[src/dmrt_pkg.sv]
// ----------------------------------------------------------------------------
// dmrt_pkg: shared types and codes for the delayed message release table
// Beat payloads, front-to-back command format and result codes.
// ----------------------------------------------------------------------------
package dmrt_pkg;

    localparam int SLOTS_DEFAULT = 64;
    localparam int MSG_W         = 24;
    localparam int DELAY_W       = 16;
    localparam int TIME_W        = 32;

    // input mode codes
    localparam logic MODE_ENQ  = 1'b0;
    localparam logic MODE_TICK = 1'b1;

    // result kind codes
    localparam logic KIND_STATUS  = 1'b0;
    localparam logic KIND_RELEASE = 1'b1;

    // enqueue status codes
    localparam logic [1:0] STATUS_ACCEPTED = 2'd0;
    localparam logic [1:0] STATUS_FULL     = 2'd1;
    localparam logic [1:0] STATUS_ZERO     = 2'd2;

    // command codes after classification
    localparam logic [1:0] OP_ENQ    = 2'd0;
    localparam logic [1:0] OP_TICK   = 2'd1;
    localparam logic [1:0] OP_IGNORE = 2'd2;

    typedef struct packed {
        logic               mode;
        logic [MSG_W-1:0]   message;
        logic [DELAY_W-1:0] delay_ms;
    } item_t;

    typedef struct packed {
        logic               kind;
        logic [1:0]         status;
        logic [MSG_W-1:0]   released_message;
        logic               last;
    } result_t;

    typedef struct packed {
        logic [1:0]         op;
        logic [MSG_W-1:0]   message;
        logic [DELAY_W-1:0] delay_ms;
    } cmd_t;

endpackage

[src/dmrt_front.sv]
// ----------------------------------------------------------------------------
// dmrt_front: input classifier and two-entry command queue
// Accepts input beats, sorts them into tick, enqueue or ignore commands and
// buffers them for the back end.
// ----------------------------------------------------------------------------
module dmrt_front
(
    input  logic                 clk,
    input  logic                 rst_n,
    input  logic                 req_valid,
    output logic                 req_ready,
    input  dmrt_pkg::item_t      req,
    output logic                 cmd_valid,
    input  logic                 cmd_ready,
    output dmrt_pkg::cmd_t       cmd
);

    dmrt_pkg::cmd_t q_reg [2];
    logic           wr_ptr_reg;
    logic           wr_ptr_next;
    logic           rd_ptr_reg;
    logic           rd_ptr_next;
    logic [1:0]     fill_reg;
    logic [1:0]     fill_next;
    logic           push;
    logic           pop;
    dmrt_pkg::cmd_t cls;

    // classify the incoming beat
    always_comb
    begin
        cls.message  = req.message;
        cls.delay_ms = req.delay_ms;
        if (req.mode == dmrt_pkg::MODE_TICK)
        begin
            cls.op = dmrt_pkg::OP_TICK;
        end
        else if (req.delay_ms == '0)
        begin
            cls.op = dmrt_pkg::OP_IGNORE;
        end
        else
        begin
            cls.op = dmrt_pkg::OP_ENQ;
        end
    end

    assign req_ready = (fill_reg != 2'd2);
    assign push      = req_valid && req_ready;
    assign cmd_valid = (fill_reg != 2'd0);
    assign pop       = cmd_valid && cmd_ready;
    assign cmd       = q_reg[rd_ptr_reg];

    // advance pointers and fill level
    always_comb
    begin
        wr_ptr_next = push ? !wr_ptr_reg : wr_ptr_reg;
        rd_ptr_next = pop ? !rd_ptr_reg : rd_ptr_reg;
        fill_next   = fill_reg;
        if (push && !pop)
        begin
            fill_next = fill_reg + 2'd1;
        end
        else if (pop && !push)
        begin
            fill_next = fill_reg - 2'd1;
        end
    end

    always_ff @(posedge clk or negedge rst_n)
    begin
        if (!rst_n)
        begin
            wr_ptr_reg <= 1'b0;
            rd_ptr_reg <= 1'b0;
            fill_reg   <= 2'd0;
        end
        else
        begin
            wr_ptr_reg <= wr_ptr_next;
            rd_ptr_reg <= rd_ptr_next;
            fill_reg   <= fill_next;
        end
    end

    // hold queued commands
    always_ff @(posedge clk)
    begin
        if (push)
        begin
            q_reg[wr_ptr_reg] <= cls;
        end
    end

endmodule

[config.mk]
export PLATFORM = sky130hd
export DESIGN_NAME = dmrt_front
export DESIGN_NICKNAME = d
export VERILOG_FILES = /design/src/dmrt_pkg.sv /design/src/dmrt_front.sv
export SDC_FILE = /design/constraint.sdc
export NUM_CORES = 1
export LEC_CHECK = 0
export ABC_AREA = 1
export BUFFER_PORTS_ARGS = -buffer_cell sky130_fd_sc_hd__buf_2
export CAP_MARGIN = 0
export CORE_ASPECT_RATIO = 0.7
export CORE_UTILIZATION = 40
export DETAILED_ROUTE_END_ITERATION = 7
export HOLD_SLACK_MARGIN = 0.15
export PLACE_DENSITY = 0.69
export SLEW_MARGIN = 20
export SYNTH_ARGS = -nofsm -noshare
export SYNTH_HDL_FRONTEND = slang
export SYNTH_SLANG_ARGS = --single-unit
export TNS_END_PERCENT = 5
[constraint.sdc]
create_clock -name clk -period 4.9 [get_ports clk]
set_input_delay 0.49 -clock clk [delete_from_list [all_inputs] [get_ports clk]]
set_output_delay 0.49 -clock clk [all_outputs]
set_load 0.02 [all_outputs]
== Word level (Yosys, flattened, before mapping) ==
Memory sizes are Yosys's and may differ from the RTL's.
Index checks and enable logic that the tools add are counted.
Widths: inputs -> output; s select.

* Input bits: 45
* Memories kept: 1
* Output and inout port bits: 44
* RAM bits: 84
* Flip-flop bits (word level): 4

{| class="wikitable"
|+ Memories
! memory !! depth !! width !! read ports !! clocked after Yosys merged registers in !! write ports !! line !! text
|-
| q_reg || 2 || 42 || 1 || 0 || 1 || dmrt_front.sv:18 || <nowiki>dmrt_pkg::cmd_t q_reg [2];</nowiki>
|}

* Eq/ne operators: 1
* Add/subtract/negate cells: 2
* Reductions and logical operators: 11
* Muxes and demuxes: 6

{| class="wikitable"
|+ Operators with widths
! kind !! count
|-
| $logic_not 16->1 || 1
|-
| $mux 2 || 4
|-
| $logic_and 1x1->1 || 4
|-
| $logic_not 1->1 || 4
|-
| $reduce_bool 2->1 || 2
|-
| $add 2x1->2 const B || 1
|-
| $mux 1 || 2
|-
| $ne 2x2->1 const B || 1
|-
| $sub 2x1->2 const B || 1
|}

== Depth between registers and ports, before layout ==
Gate-level depths: netlist (run 1).

* Word-level depth: 6
* Mapped depth: 10
* Mapped depth without buffers: 10

== Worst setup path after synthesis (run 1) ==
Ideal clock, no wire load.

* Path type: register -> register
* Start: register fill_reg[0]
* End: memory q_reg[0][0] (netlist bit) (enable)
* Cell stages (with the launch flop): 5
* Path slack: 2.077 ns
* Path buffers: 0
* Arrival time: 2.381 ns
* Cell sequence: dfrtp_1 inv_2 nand2_4 nand2_4 nor2_1

* Cells in the longest elaborated chain, start to end: 4

{| class="wikitable"
|+ RTL lines
! item !! line !! text
|-
| from (decl) || dmrt_front.sv:23 || <nowiki>logic [1:0] fill_reg;</nowiki>
|-
| from (signal assigned) || dmrt_front.sv:82 || <nowiki>fill_reg <= fill_next;</nowiki>
|-
| $ne 2x2->1 || dmrt_front.sv:48 || <nowiki>assign req_ready = (fill_reg != 2'd2);</nowiki>
|-
| via req_ready || dmrt_front.sv:11 || <nowiki>output logic req_ready,</nowiki>
|-
| $logic_and 1x1->1 || dmrt_front.sv:49 || <nowiki>assign push = req_valid && req_ready;</nowiki>
|-
| $mux 1 || dmrt_front.sv:89 || <nowiki>if (push)</nowiki>
|-
| $mux 1 (implied by the code) || dmrt_front.sv:91 || <nowiki>q_reg[wr_ptr_reg] <= cls;</nowiki>
|-
| to (decl) || dmrt_front.sv:18 ||
|}

The timed path passes the listed nets, and every way through them passes these cells.

==> results of run 1 <==
-- how the worst max path moves through the flow --
stage,from,to,cells past startpoint
after floorplan,fill_reg[0]$_DFFE_PN0P_,q_reg[0][0]$_DFFE_PP_,4
after global placement,rd_ptr_reg$_DFFE_PN0P_,cmd[18],5
after detailed placement,rd_ptr_reg$_DFFE_PN0P_,cmd[25],5
after CTS,rd_ptr_reg$_DFFE_PN0P_,cmd[27],5
after global routing,rd_ptr_reg$_DFFE_PN0P_,cmd[27],5
final,rd_ptr_reg$_DFFE_PN0P_,cmd[27],5
-- through the flow --
step | instance area [sq um] | worst slack, ns
2_1_floorplan | 3380 | 2.08
3_3_place_gp | 3910 | 2.63
3_5_place_dp | 3910 | 2.58
4_1_cts | 4230 | 2.20
5_1_grt | 4230 | 2.07
6_report | 4230 | 2.28
-- kinds of logic after synthesis --
family	count (synthesis)	share of synthesized area
AND/OR/NAND/NOR	156	0.183
adder cells (fa/ha/maj)	1	0.00370
buffers and inverters	17	0.0333
flip-flops	88	0.775
XOR/XNOR	2	0.00518
-- where the power goes --
part	switching (W)	total, W	internal, W
logic	0.000663	0.000933	0.000271
registers	0.0000746	0.00110	0.00103
clock network	0.000260	0.000704	0.000444
-- cell usage after synthesis, drive strengths merged --
cell type    n  share of area
ha           1         0.0037
nand4        1         0.0018
or2          1         0.0018
dfrtp        4          0.030
inv          7         0.0085
nand2      139           0.16
edfxtp      84           0.75
xnor2        1         0.0026
buf          9          0.023
nor2        14          0.018
xor2         1         0.0026
clkinv       1         0.0015
nand3        1         0.0015
-- worst max-delay path, delay by kind of cell, from the launching register on --
| kind | cells | cell delay [ns] |
|---|---|---|
| flops | 1 | 0.77 |
| simple gates | 2 | 0.20 |
| buf+inv | 3 | 0.80 |
-- routing by layer --
metal | track usage | part of all wire | vias to the layer above
met5 | 0 | 0 | -
met4 | 0.0613 | 0.011 | 0
met3 | 0.0634 | 0.085 | 9
met2 | 0.259 | 0.44 | 96
met1 | 0.198 | 0.47 | 942
li1 | - | - | 1059
-- final cells by class --
class	count	area, sq um
inverters	8	33.8
multi-input cells	159	662
repair buffers	92	473
clock buffers	10	229
fillers	697	3810
clock inverters	6	83.8
well taps	101	126
flip-flops and latches	88	2620
-- repair_timing --
action,4_1_cts,5_1_grt
hold buffers,1,0
endpoints found under the hold margin,4,0
endpoints found under the setup margin,0,0
==> results.yml, run 1 <==
layout:
  diodes: 0
  fin_nets: 404
  instances_no_fill: 464
  fin_util: 0.526
  layout_commonest_cell: "nand2_1"
  area_growth_pct: 25.0
  final_cell_mix: "135 x nand2_1, 88 x buf_2, 84 x edfxtp_1, 10 x nor2_1, 9 x clkbuf_16"
  post_route_cells_drive_above_1_share: 0.325
  largest_reg_flops: 84
status:
  status: "complete, but fails checks"
  failed_checks: "design-rule violations"
global_route:
  grt_max_degree: 44
  grt_pass1_vias: 2130
  antenna_found_initial: 1
  grt-ovfl-total: 0
  grt_use_total: 0.161
  grt_pass1_wl_mm: 10.4
timing:
  setup_viol: 0
  fin_skew_ns: 0.00387
  fin_crit_sh: 0.534
  tns_ns: 0
  maxSlewViolCount: 0
  fmax_mhz: 382
  tightest_slew_ns: 0.674
  layout_min_cycle_time_ns: 2.62
  maxSlewHeadroom: 0.551
  rsz0062_at_grt: "false"
  hold_violations: 0
  fin_hold_ws_ns: 0.341
yosys:
  ys_types: 20
  syn_area_sq_mm: 0.00338
  synth_warnings: 0
  synth-seq-cells: 88
  synth_cells: 264
  avgSynthCellArea_sq_um: 12.8
  ys_seq_area_frac: 0.775
  syn-num-nets: 310
setup_path:
  end_kind: "primary output"
  path_class: "reg -> out"
  reg2reg_to: "q_reg[0][22]$_DFFE_PP_"
  timing.rr.start: "fill_reg[0]$_DFFE_PN0P_"
  crit_path_start_kind: "register"
  r2r_cells: 5
  crit_slowest_cell: "dfrtp_1"
  cp_max_fo: 43
  worstPathRequired_ns: 4.41
  crit_arrival_ns: 2.13
  crit_path_frequent_cell: "nand2_1"
  reg2reg_slack_ns: 3.04
  worstPathCellList: "buf_4, inv_4, nand2_1, nand2_1, buf_2"
  slowest_delay_ns: 0.77
place:
  place_inst: 447
  dp_hpwl_mm: 4.08
  gp_congestion: 0.739
  portBuffers: 88
pwr:
  powerDensity_mw_per_mm2: 648
  p_leak_nw: 1.84
  max-vdd-ir-drop_mv: 0.314
  power_w: 0.00274
hold_path:
  hp-class: "in -> reg"
  hp-start: "req[37]"
  holdPathEnd: "q_reg[1][37]$_DFFE_PP_"
  hold_depth: 1
clocking:
  ctsResizeCount: 0
  cts_root_buffer: "clkbuf_16"
  numCtsBuffers: 9
  cts.reportedPaths.clkPinSlew_ns: 0.06
  insertion_delay_ns: 0.33
  cts_setup_buffers: 0
  clkSinkCount: 88
  htree_num_levels: 3
  cts_tree: "done"
  cts_buffer_depth: 2
die:
  io_pins: 89
  die_h_microns: 79.0
  core_area_sq_mm: 0.00804
  rows: 27
  die_w_microns: 112
  initial_core_util: 0.421
  die-area_sq_mm: 0.00884
job:
  cap_violations: 0
detailed_routing:
  wire_per_inst_microns: 13.8
  routed_wl_mm: 6.41
  vias: 2106
  avgViaCountPerCell: 4.54
  drt_iter0_drc: 148
  ant_nets: 0
  post-route-drc-count: 8
  drtPass1Iterations: 6
(Power assumes the default switching activity.)
==> run 2, diff against run 1 <==
- clock period: 4.9 -> 2.7 ns (I/O delays scaled with it)
==> results.yml, run 2 (same netlist as run 1, synthesis figures left out) <==
die:
  die_h_microns: 79.0
  core_area_sq_mm: 0.00804
  io_pins: 89
  rows: 27
  initial_core_util: 0.421
  die-area_sq_mm: 0.00884
  die_w_microns: 112
timing:
  maxSlewHeadroom: 0.530
  setup_ws_ns: 0.535
  setup_viol: 0
  layout_min_cycle_time_ns: 2.16
  hold_violations: 0
  fin_skew_ns: 0.00556
  tightest_slew_ns: 0.705
  tns_ns: 0
  maxSlewViolCount: 0
  rsz0062_at_grt: "false"
  fmax_mhz: 462
  fin_crit_sh: 0.802
detailed_routing:
  routed_wl_mm: 7.04
  vias: 2294
  post-route-drc-count: 6
  wire_per_inst_microns: 14.0
  ant_nets: 0
  drt_iter0_drc: 147
  drtPass1Iterations: 7
  avgViaCountPerCell: 4.58
status:
  status: "complete, but fails checks"
  failed_checks: "design-rule violations"
layout:
  fillers: 672
  fin_nets: 442
  final_cell_mix: "135 x nand2_1, 88 x buf_2, 84 x edfxtp_1, 39 x dlygate4sd3_1, 10 x nor2_1"
  instances_no_fill: 501
  largest_reg_flops: 84
  area_growth_pct: 35.8
  post_route_cells_drive_above_1_share: 0.290
  layout_commonest_cell: "nand2_1"
  diodes: 0
  stdcell_area_sq_mm: 0.00460
setup_path:
  end_kind: "primary output"
  r2r_cells: 5
  timing.rr.start: "fill_reg[0]$_DFFE_PN0P_"
  reg2reg_to: "q_reg[1][8]$_DFFE_PP_"
  crit_arrival_ns: 1.89
  reg2reg_slack_ns: 1.14
  crit_path_start_kind: "register"
  worstPathRequired_ns: 2.43
  cp_max_fo: 43
  path_class: "reg -> out"
job:
  cap_violations: 0
clocking:
  insertion_delay_ns: 0.33
  htree_num_levels: 3
  numCtsBuffers: 9
  clkSinkCount: 88
  cts_tree: "done"
  cts_buffer_depth: 2
  cts.reportedPaths.clkPinSlew_ns: 0.06
  cts_root_buffer: "clkbuf_16"
global_route:
  grt-ovfl-total: 0
  grt_pass1_vias: 2272
  grt_max_degree: 44
  antenna_found_initial: 0
  grt_use_total: 0.169
  grt_pass1_wl_mm: 11.0
place:
  place_area_sq_mm: 0.00392
  portBuffers: 88
  pre_cts_ws_ns: 0.869
  dp_hpwl_mm: 4.39
  place_inst: 447
  gp_congestion: 0.753
hold_path:
  hp-class: "in -> reg"
  hp-start: "req[3]"
  hold_depth: 1
  holdPathEnd: "q_reg[0][3]$_DFFE_PP_"
pwr:
  powerDensity_mw_per_mm2: 1080
  p_leak_nw: 1.98
  max-vdd-ir-drop_mv: 0.554
==> run 2: cell count changes in the layout (fill, tap and decap cells not counted) <==
cell / previous run / this run
bufinv_16: 2 / 1
buf_4: 3 / 2
dlygate4sd3_1: 1 / 39
clkinv_4: 1 / 0
inv_6: 0 / 1
clkinv_1: 0 / 1
clkinvlp_4: 0 / 2
buf_12: 0 / 1
clkinv_2: 4 / 1
==> run 2: power by group <==
part           total (W)  internal [W]  switching [W]  leakage, nW
combinational    0.00177      0.000538        0.00124         1.02
clock            0.00118      0.000711       0.000473        0.133
sequential       0.00201       0.00187       0.000141        0.829
total            0.00497       0.00311        0.00185         1.98
==> run 2: metrics by stage <==
| stage | hold slack [ns] | total power, W | util |
|---|---|---|---|
| floorplan | -0.0256 | 0.00322 | - |
| global placement | 0.0836 | 0.00375 | 0.488 |
| detailed placement | 0.0822 | 0.00378 | 0.488 |
| CTS | 0.150 | 0.00502 | 0.570 |
| global route | 0.156 | 0.00526 | 0.572 |
| finish | 0.169 | 0.00497 | 0.572 |
==> run 2: layout make-up <==
type | count | area (sq um) | share of cell area
clock buffers | 10 | 229 | 0.0498
flip-flops and latches | 88 | 2620 | 0.570
repair buffers | 130 | 866 | 0.188
well taps | 101 | 126 | 0.0275
clock inverters | 5 | 57.6 | 0.0125
multi-input cells | 159 | 662 | 0.144
inverters | 8 | 33.8 | 0.00735
==> run 2: worst max path at each step <==
stage	start	to	slack, ns	cells past startpoint
2_1_floorplan	fill_reg[0]$_DFFE_PN0P_	q_reg[1][0]$_DFFE_PP_	0.55	4
5_1_grt	rd_ptr_reg$_DFFE_PN0P_	cmd[30]	0.37	4
3_3_place_gp	rd_ptr_reg$_DFFE_PN0P_	cmd[10]	0.89	4
3_5_place_dp	rd_ptr_reg$_DFFE_PN0P_	cmd[12]	0.87	4
4_1_cts	rd_ptr_reg$_DFFE_PN0P_	cmd[10]	0.50	4
6_report	rd_ptr_reg$_DFFE_PN0P_	cmd[21]	0.54	4
==> run 2: worst max-delay path, stage by stage (launching register included) <==
cell and delay, ns:
dfrtp_1 0.79, inv_4 0.36, nand2_1 0.15, nand2_1 0.08, buf_2 0.17
==> run 2: what timing repair did <==
action / 4_1_cts / 5_1_grt
resized for setup: 0 / 0
hold endpoints to repair: 78 / 2
hold buffers: 38 / 1
buffers inserted: 0 / 0
==> run 2: per-layer routing <==
layer / vias up / share of wire / GRT usage
met5: - / 0 / 0
met4: 0 / 0.0063 / 0.0427
met3: 6 / 0.074 / 0.0656
met2: 95 / 0.46 / 0.269
met1: 1052 / 0.46 / 0.220
li1: 1141 / - / -
